<file path="src/rtl/core/icc_pkg.sv">
// Types and constants for the image CRC-32 integrity checker.
// No dependencies; imported by icc_step and image_crc32_integrity_check.
`default_nettype none

package icc_pkg;

  localparam logic [31:0] CRC_PRESET    = 32'hFFFF_FFFF;
  localparam logic [3:0]  NIB_MASK      = 4'hF;
  localparam logic [2:0]  TRAILER_BYTES = 3'd4;

  typedef struct packed {
    logic       start_of_image;
    logic [7:0] data_byte;
    logic       in_trailer;
  } icc_in_t;

  typedef struct packed {
    logic [31:0] crc_so_far;
    logic        check_done;
    logic        image_ok;
  } icc_out_t;

  typedef struct packed {
    logic [31:0] crc;
    logic [31:0] stored_crc;
    logic [2:0]  trailer_count;
  } icc_state_t;

  // Reflected CRC-32 nibble table, polynomial 0xEDB88320
  function automatic logic [31:0] nibble_table(input logic [3:0] idx);
    logic [31:0] val;
    case (idx)
      4'h0:    val = 32'h0000_0000;
      4'h1:    val = 32'h1DB7_1064;
      4'h2:    val = 32'h3B6E_20C8;
      4'h3:    val = 32'h26D9_30AC;
      4'h4:    val = 32'h76DC_4190;
      4'h5:    val = 32'h6B6B_51F4;
      4'h6:    val = 32'h4DB2_6158;
      4'h7:    val = 32'h5005_713C;
      4'h8:    val = 32'hEDB8_8320;
      4'h9:    val = 32'hF00F_9344;
      4'hA:    val = 32'hD6D6_A3E8;
      4'hB:    val = 32'hCB61_B38C;
      4'hC:    val = 32'h9B64_C2B0;
      4'hD:    val = 32'h86D3_D2D4;
      4'hE:    val = 32'hA00A_E278;
      4'hF:    val = 32'hBDBD_F21C;
      default: val = 32'h0000_0000;
    endcase
    return val;
  endfunction

  function automatic logic [31:0] nibble_step(input logic [31:0] crc, input logic [3:0] nib);
    logic [3:0] idx;
    idx = (crc[3:0] ^ nib) & NIB_MASK;
    return nibble_table(idx) ^ (crc >> 4);
  endfunction

endpackage

`default_nettype wire

</file>
<file path="src/rtl/core/icc_step.sv">
// Per-byte update: CRC over image bytes, trailer gathering and the final compare.
// Depends on icc_pkg.
`default_nettype none

module icc_step
  import icc_pkg::*;
(
  input  wire icc_in_t    req,
  input  wire icc_state_t state_cur,
  output icc_state_t      state_nxt,
  output icc_out_t        result
);

  icc_state_t base;
  logic       done;

  always_comb begin
    base = state_cur;
    if (req.start_of_image) begin
      base.crc           = CRC_PRESET;
      base.stored_crc    = '0;
      base.trailer_count = '0;
    end

    state_nxt = base;
    done      = 1'b0;
    if (!req.in_trailer) begin
      state_nxt.crc = nibble_step(nibble_step(base.crc, req.data_byte[3:0]),
                                  req.data_byte[7:4]);
    end else if (base.trailer_count < TRAILER_BYTES) begin
      // little-endian: byte n lands in bits 8n+7..8n
      state_nxt.stored_crc[{base.trailer_count[1:0], 3'b000} +: 8] = req.data_byte;
      state_nxt.trailer_count = base.trailer_count + 3'd1;
      done = (state_nxt.trailer_count == TRAILER_BYTES);
    end

    result.crc_so_far = ~state_nxt.crc;
    result.check_done = done;
    result.image_ok   = done && (state_nxt.stored_crc == ~state_nxt.crc);
  end

endmodule

`default_nettype wire

</file>
<file path="src/rtl/core/image_crc32_integrity_check.sv">
// Top level of the firmware image CRC-32 checker: input register, state and result register.
// Depends on icc_pkg and icc_step.
`default_nettype none

// Streams a firmware image one byte per request and keeps a reflected CRC-32
// (preset all ones). Image bytes (in_trailer low) update the CRC; trailer bytes
// are gathered little-endian into a stored CRC, and the fourth one raises
// check_done with image_ok set when it equals the inverted running CRC.
// start_of_image re-presets the CRC and clears the trailer before its byte.
// Every request gives exactly one result, which passes the input register and then the
// result register; a new request is taken every cycle while out_ready does not stall the
// output: the byte update is combinational table logic between the two registers.
module image_crc32_integrity_check
  import icc_pkg::*;
(
  input  wire      clk,
  input  wire      rst_n,
  input  wire      in_valid,
  output logic     in_ready,
  input  wire      icc_in_t in_data,
  output logic     out_valid,
  input  wire      out_ready,
  output icc_out_t out_data
);

  icc_in_t    req_r;
  logic       req_valid_r;
  icc_state_t state_r;
  icc_state_t state_nxt;
  icc_out_t   result_nxt;
  icc_out_t   out_r;
  logic       out_valid_r;
  logic       advance;

  assign advance  = req_valid_r && (!out_valid_r || out_ready);
  assign in_ready = !req_valid_r || advance;

  icc_step u_step (
    .req       (req_r),
    .state_cur (state_r),
    .state_nxt (state_nxt),
    .result    (result_nxt)
  );

  always_ff @(posedge clk) begin
    if (!rst_n) begin
      req_valid_r           <= 1'b0;
      out_valid_r           <= 1'b0;
      state_r.crc           <= CRC_PRESET;
      state_r.stored_crc    <= '0;
      state_r.trailer_count <= '0;
    end else begin
      if (in_ready) begin
        req_valid_r <= in_valid;
      end
      if (advance) begin
        out_valid_r <= 1'b1;
        state_r     <= state_nxt;
      end else if (out_ready) begin
        out_valid_r <= 1'b0;
      end
    end
  end

  always_ff @(posedge clk) begin
    if (in_ready && in_valid) begin
      req_r <= in_data;
    end
    if (advance) begin
      out_r <= result_nxt;
    end
  end

  assign out_valid = out_valid_r;
  assign out_data  = out_r;

endmodule

`default_nettype wire

</file>
<file path="config.mk">
export PLATFORM = sky130hd
export DESIGN_NAME = image_crc32_integrity_check
export DESIGN_NICKNAME = d
export VERILOG_FILES = /design/src/rtl/core/icc_pkg.sv /design/src/rtl/core/icc_step.sv /design/src/rtl/core/image_crc32_integrity_check.sv
export SDC_FILE = /design/constraint.sdc
export NUM_CORES = 1
export LEC_CHECK = 0
export ABC_CLOCK_PERIOD_IN_PS = 3200
export BUFFER_PORTS_ARGS = -buffer_cell sky130_fd_sc_hd__buf_2
export CAP_MARGIN = 10
export CORE_UTILIZATION = 55
export CTS_BUF_LIST = sky130_fd_sc_hd__clkbuf_8
export DETAILED_ROUTE_END_ITERATION = 10
export GPL_TIMING_DRIVEN = 0
export PLACE_DENSITY = 0.77
export SLEW_MARGIN = 20
export SYNTH_ARGS = -nofsm -noshare
export SYNTH_HDL_FRONTEND = slang
export SYNTH_SLANG_ARGS = --single-unit
</file>
<file path="constraint.sdc">
create_clock -name clk -period 3.2 [get_ports clk]
set_input_delay 0.64 -clock clk [delete_from_list [all_inputs] [get_ports clk]]
set_output_delay 0.64 -clock clk [all_outputs]
set_load 0.005 [all_outputs]
</file>
==> results summary <==
The post-route clock skew came out at 0.01246 ns. The tightest min-delay check is of the primary input to flip-flop type. The final hold slack is 0.3415 ns. After synthesis, the cell types taking the most area are sky130_fd_sc_hd__dfxtp_1 21%, sky130_fd_sc_hd__edfxtp_1 20%, sky130_fd_sc_hd__xnor2_1 7.1%. The cell type contributing the most total cell area after synthesis is sky130_fd_sc_hd__dfxtp_1. The critical path class is flip-flop to flip-flop. The clock tree root driver cell is sky130_fd_sc_hd__clkbuf_8. The smallest clock period supported by the final layout is computed as 3.410 ns.

The fraction of the cycle the final worst path needs is 106.6%. The final HPWL from detailed placement is 14,660 um. The final weighted congestion in routability-driven placement is 0.9561. The leakage power of the design came out at 0.002954 uW. In this run, CTS created clock tree buffers numbering 17. The cell row count came out at 39. The worst setup path is captured at a flip-flop.

The first detailed-routing pass took 9 iterations. The fraction of layout instances using a drive strength above 1 came out at 24.26%. The global-route wire length before repair is 31,850 um.

The pin count of the biggest net entering global routing is 30. The average wire per cell in the routed design is 22.95 um. The horizontal extent of the die came out at 111.3 um. The area overhead of the layout relative to synthesis is 19.49%. TritonCTS built the clock tree. The initial cell density of the core came out at 57.09%. Global routing consumed, over all layers together, 34.57% of the routing resources. The number of fill cells is 906. The total of warnings raised by yosys came out at 0.

The total power is 4167 uW. The async set-reset flop share out of synthesis came out at 0%. In the routed design, unresolved DRC markers number 2. The run finished, with violations left. The die covers 12,400 um^2. The clock latency reported for the late side of the worst-skew pair is 0.47 ns. The number of antenna violations at the first check in global routing is 0. In this run, the number of DRC markers left after iteration 0 of detailed routing was 653. The number of global-route vias before repair is 5,657. The count of final hold-check violations came out at 0. The number of antenna cells inserted is 0.

Yosys mapped a number of flops with a built-in enable equal to 44. The via total after detailed routing came out at 5,989. Summing every instance area after synthesis gives 6575 um^2. The sum of overflow across all layers after global routing is 0. The total number of clock tree sinks came out at 113. The die height is 111.3 um.

The wire length reported by the detailed router came out at 21,060 um. The post-synthesis net count is 703. The proportion of synthesized chip area in sequential cells is 41.10%. After clock tree synthesis, the clock-pin slew on the worst setup and hold paths is 0.08 ns.

In the synthesized netlist, the number of instances is 682. For the pin with the worst max-slew slack, the measured transition is 0.8385 ns. The least setup slack across all paths after layout is -0.2104 ns. The fmax came out at 293.2 MHz. VDD sags by at most 0.4425 mV.

The top cell type's share of synthesized area is 21.01%. The power density over the cells came out at 530.3 nW/um^2. STA puts the critical path data arrival time at 3.69 ns. The number of distinct library cells after synthesis is 72.

The count of port buffers added during placement is 48. Data on the critical path is required at its endpoint by 3.48 ns. STA classifies the critical path startpoint as a flip-flop. The number of max-cap violations is 0. The per-cell via count in the routed design is 6.524.

The average instance in the mapped netlist occupies 9.641 um^2. The dominant register cell in the synthesized netlist is sky130_fd_sc_hd__dfxtp_1. Setup repair after global routing could not meet its margin everywhere. The H-tree depth reported by CTS is 4. The worst-case headroom to the max-slew limit came out at 43.67%. The maximum net fanout on the critical path is 4. The number of buffers between clock root and the deepest sink came out at 2. The core region is 11,520 um^2. The number of max-slew violations in the final report was 0. The post-layout net count came out at 783.

After synthesis the netlist holds a flip-flop and latch count of 113. Setup violations remaining at the end of the flow were counted as 1. In this run the count of I/O pins placed on the die edge is 50. The count of nets left with antenna violations after detail routing is 0. The final reports fail on design-rule violations, negative setup slack. The post-place setup slack came out at -0.6098 ns.
-- placed cells by master, fill, tap and decap left out, types with 17 or more instances in the layout --
| cell type | Yosys | final |
|---|---|---|
| sky130_fd_sc_hd__edfxtp_1 | 44 | 44 |
| sky130_fd_sc_hd__buf_4 | 6 | 20 |
| sky130_fd_sc_hd__o211ai_1 | 44 | 44 |
| sky130_fd_sc_hd__buf_2 | 13 | 55 |
| sky130_fd_sc_hd__a22oi_1 | 60 | 54 |
| sky130_fd_sc_hd__nor2b_1 | 34 | 34 |
| sky130_fd_sc_hd__clkbuf_1 | 32 | 25 |
| sky130_fd_sc_hd__clkbuf_8 | 0 | 17 |
| sky130_fd_sc_hd__xnor2_1 | 53 | 50 |
| sky130_fd_sc_hd__nand2_1 | 61 | 59 |
| sky130_fd_sc_hd__nor2_1 | 47 | 42 |
| sky130_fd_sc_hd__dfxtp_1 | 69 | 69 |
-- synth_stat cells, types with 3 or more instances --
library cell	number
sky130_fd_sc_hd__or3_1	9
sky130_fd_sc_hd__a21oi_1	12
sky130_fd_sc_hd__edfxtp_1	44
sky130_fd_sc_hd__a211oi_1	6
sky130_fd_sc_hd__nor2b_1	34
sky130_fd_sc_hd__buf_1	5
sky130_fd_sc_hd__nand4_1	3
sky130_fd_sc_hd__xnor3_1	8
sky130_fd_sc_hd__xor2_1	17
sky130_fd_sc_hd__a32oi_1	6
sky130_fd_sc_hd__nand2_1	61
sky130_fd_sc_hd__and2_1	8
sky130_fd_sc_hd__o21a_1	4
sky130_fd_sc_hd__nor3_1	12
sky130_fd_sc_hd__o22ai_1	9
sky130_fd_sc_hd__nand2b_1	7
sky130_fd_sc_hd__a2bb2oi_1	3
sky130_fd_sc_hd__nand3b_1	3
sky130_fd_sc_hd__o2bb2ai_1	4
sky130_fd_sc_hd__o21bai_1	5
sky130_fd_sc_hd__dfxtp_1	69
sky130_fd_sc_hd__o211a_1	3
sky130_fd_sc_hd__clkbuf_1	32
sky130_fd_sc_hd__o21ai_0	13
sky130_fd_sc_hd__xnor2_1	53
sky130_fd_sc_hd__a22oi_1	60
sky130_fd_sc_hd__inv_1	12
sky130_fd_sc_hd__buf_2	13
sky130_fd_sc_hd__ha_1	7
sky130_fd_sc_hd__a211o_1	7
sky130_fd_sc_hd__nor2_1	47
sky130_fd_sc_hd__nand3_1	5
sky130_fd_sc_hd__buf_4	6
sky130_fd_sc_hd__o211ai_1	44
-- per-stage QoR --
stage	util, %	std cells	cell area, um^2	TNS, ns
floorplan	-	682	6596	0
global route	68.22	918	7856	-0.2378
finish	68.22	918	7856	-0.2104
global placement	60.92	873	7015	-26.31
detailed placement	61.10	874	7037	-0.6098
CTS	66.93	917	7707	-0.1467
-- flip-flops by register name (all words and copies together) (netlist names) --
register / flops
req_valid_r: 1
req_r: 10
out_valid: 1
state_r: 67
out_data: 34
-- logic make-up (layout without fill, tap and decap cells) --
kind of cell / count (synthesis) / count (layout) / share of synthesized area [%]
xor+xnor: 85 / 85 / 14.16
mux: 3 / 3 / 0.4757
buf+inv: 71 / 164 / 4.776
fa+ha+maj: 7 / 7 / 1.332
simple gates: 204 / 204 / 15.32
flops: 113 / 113 / 41.10
compound gates: 199 / 199 / 22.84
-- routing by layer --
layer	up-vias	wire length (um)	global-route usage, %
li1	2658	-	-
met1	2880	8303	44.43
met2	375	9586	53.21
met3	76	2228	9.799
met4	0	945	18.02
met5	-	0	0
-- report_power, final --
part	leakage (uW)	internal [uW]	switching, uW
Combinational	0.00179	510	707
Clock	0.000180	618	669
Sequential	0.000986	1600	58.8
-- critical path, stage by stage (launching register included) --
cell	delay (ns)
sky130_fd_sc_hd__edfxtp_1	0.52
sky130_fd_sc_hd__xor2_1	0.34
sky130_fd_sc_hd__a21oi_1	0.15
sky130_fd_sc_hd__nor2_2	0.32
sky130_fd_sc_hd__xnor3_1	0.48
sky130_fd_sc_hd__o22ai_1	0.14
sky130_fd_sc_hd__a22o_1	0.32
sky130_fd_sc_hd__xnor2_1	0.11
sky130_fd_sc_hd__or4_4	0.55
sky130_fd_sc_hd__nor4_4	0.28
-- area by class of cell --
| type | count | area (um^2) | share of cell area (%) |
|---|---|---|---|
| buffer | 57 | 321.6 | 4.093 |
| clock buffer | 17 | 234.0 | 2.978 |
| clock inverter | 15 | 135.1 | 1.720 |
| inverter | 13 | 57.56 | 0.7326 |
| multi-input combinational | 498 | 3865 | 49.20 |
| sequential | 113 | 2703 | 34.40 |
| tap | 143 | 178.9 | 2.277 |
| timing repair buffer | 62 | 361.6 | 4.603 |
-- timing repair --
| action | 4_1_cts | 5_1_grt |
|---|---|---|
| hold buffers | 0 | 0 |
| pin swaps | 19 | 4 |
| buffers inserted | 12 | 1 |
| gates resized for setup | 54 | 28 |
| endpoints found under the setup margin | 1 | 1 |
-- final timing paths --
path	endpoint	slack, ns	depth (start not counted)	from
worst min-delay path	req_r[5]	0.34	1	in_data[5]
worst min register to register	state_r[47]	0.50	2	state_r[47]
worst max register to register	out_data[0]	-0.21	9	req_r[2]
worst max-delay path	out_data[0]	-0.21	9	req_r[2]
Note: power is estimated with default switching activity, not from simulation.
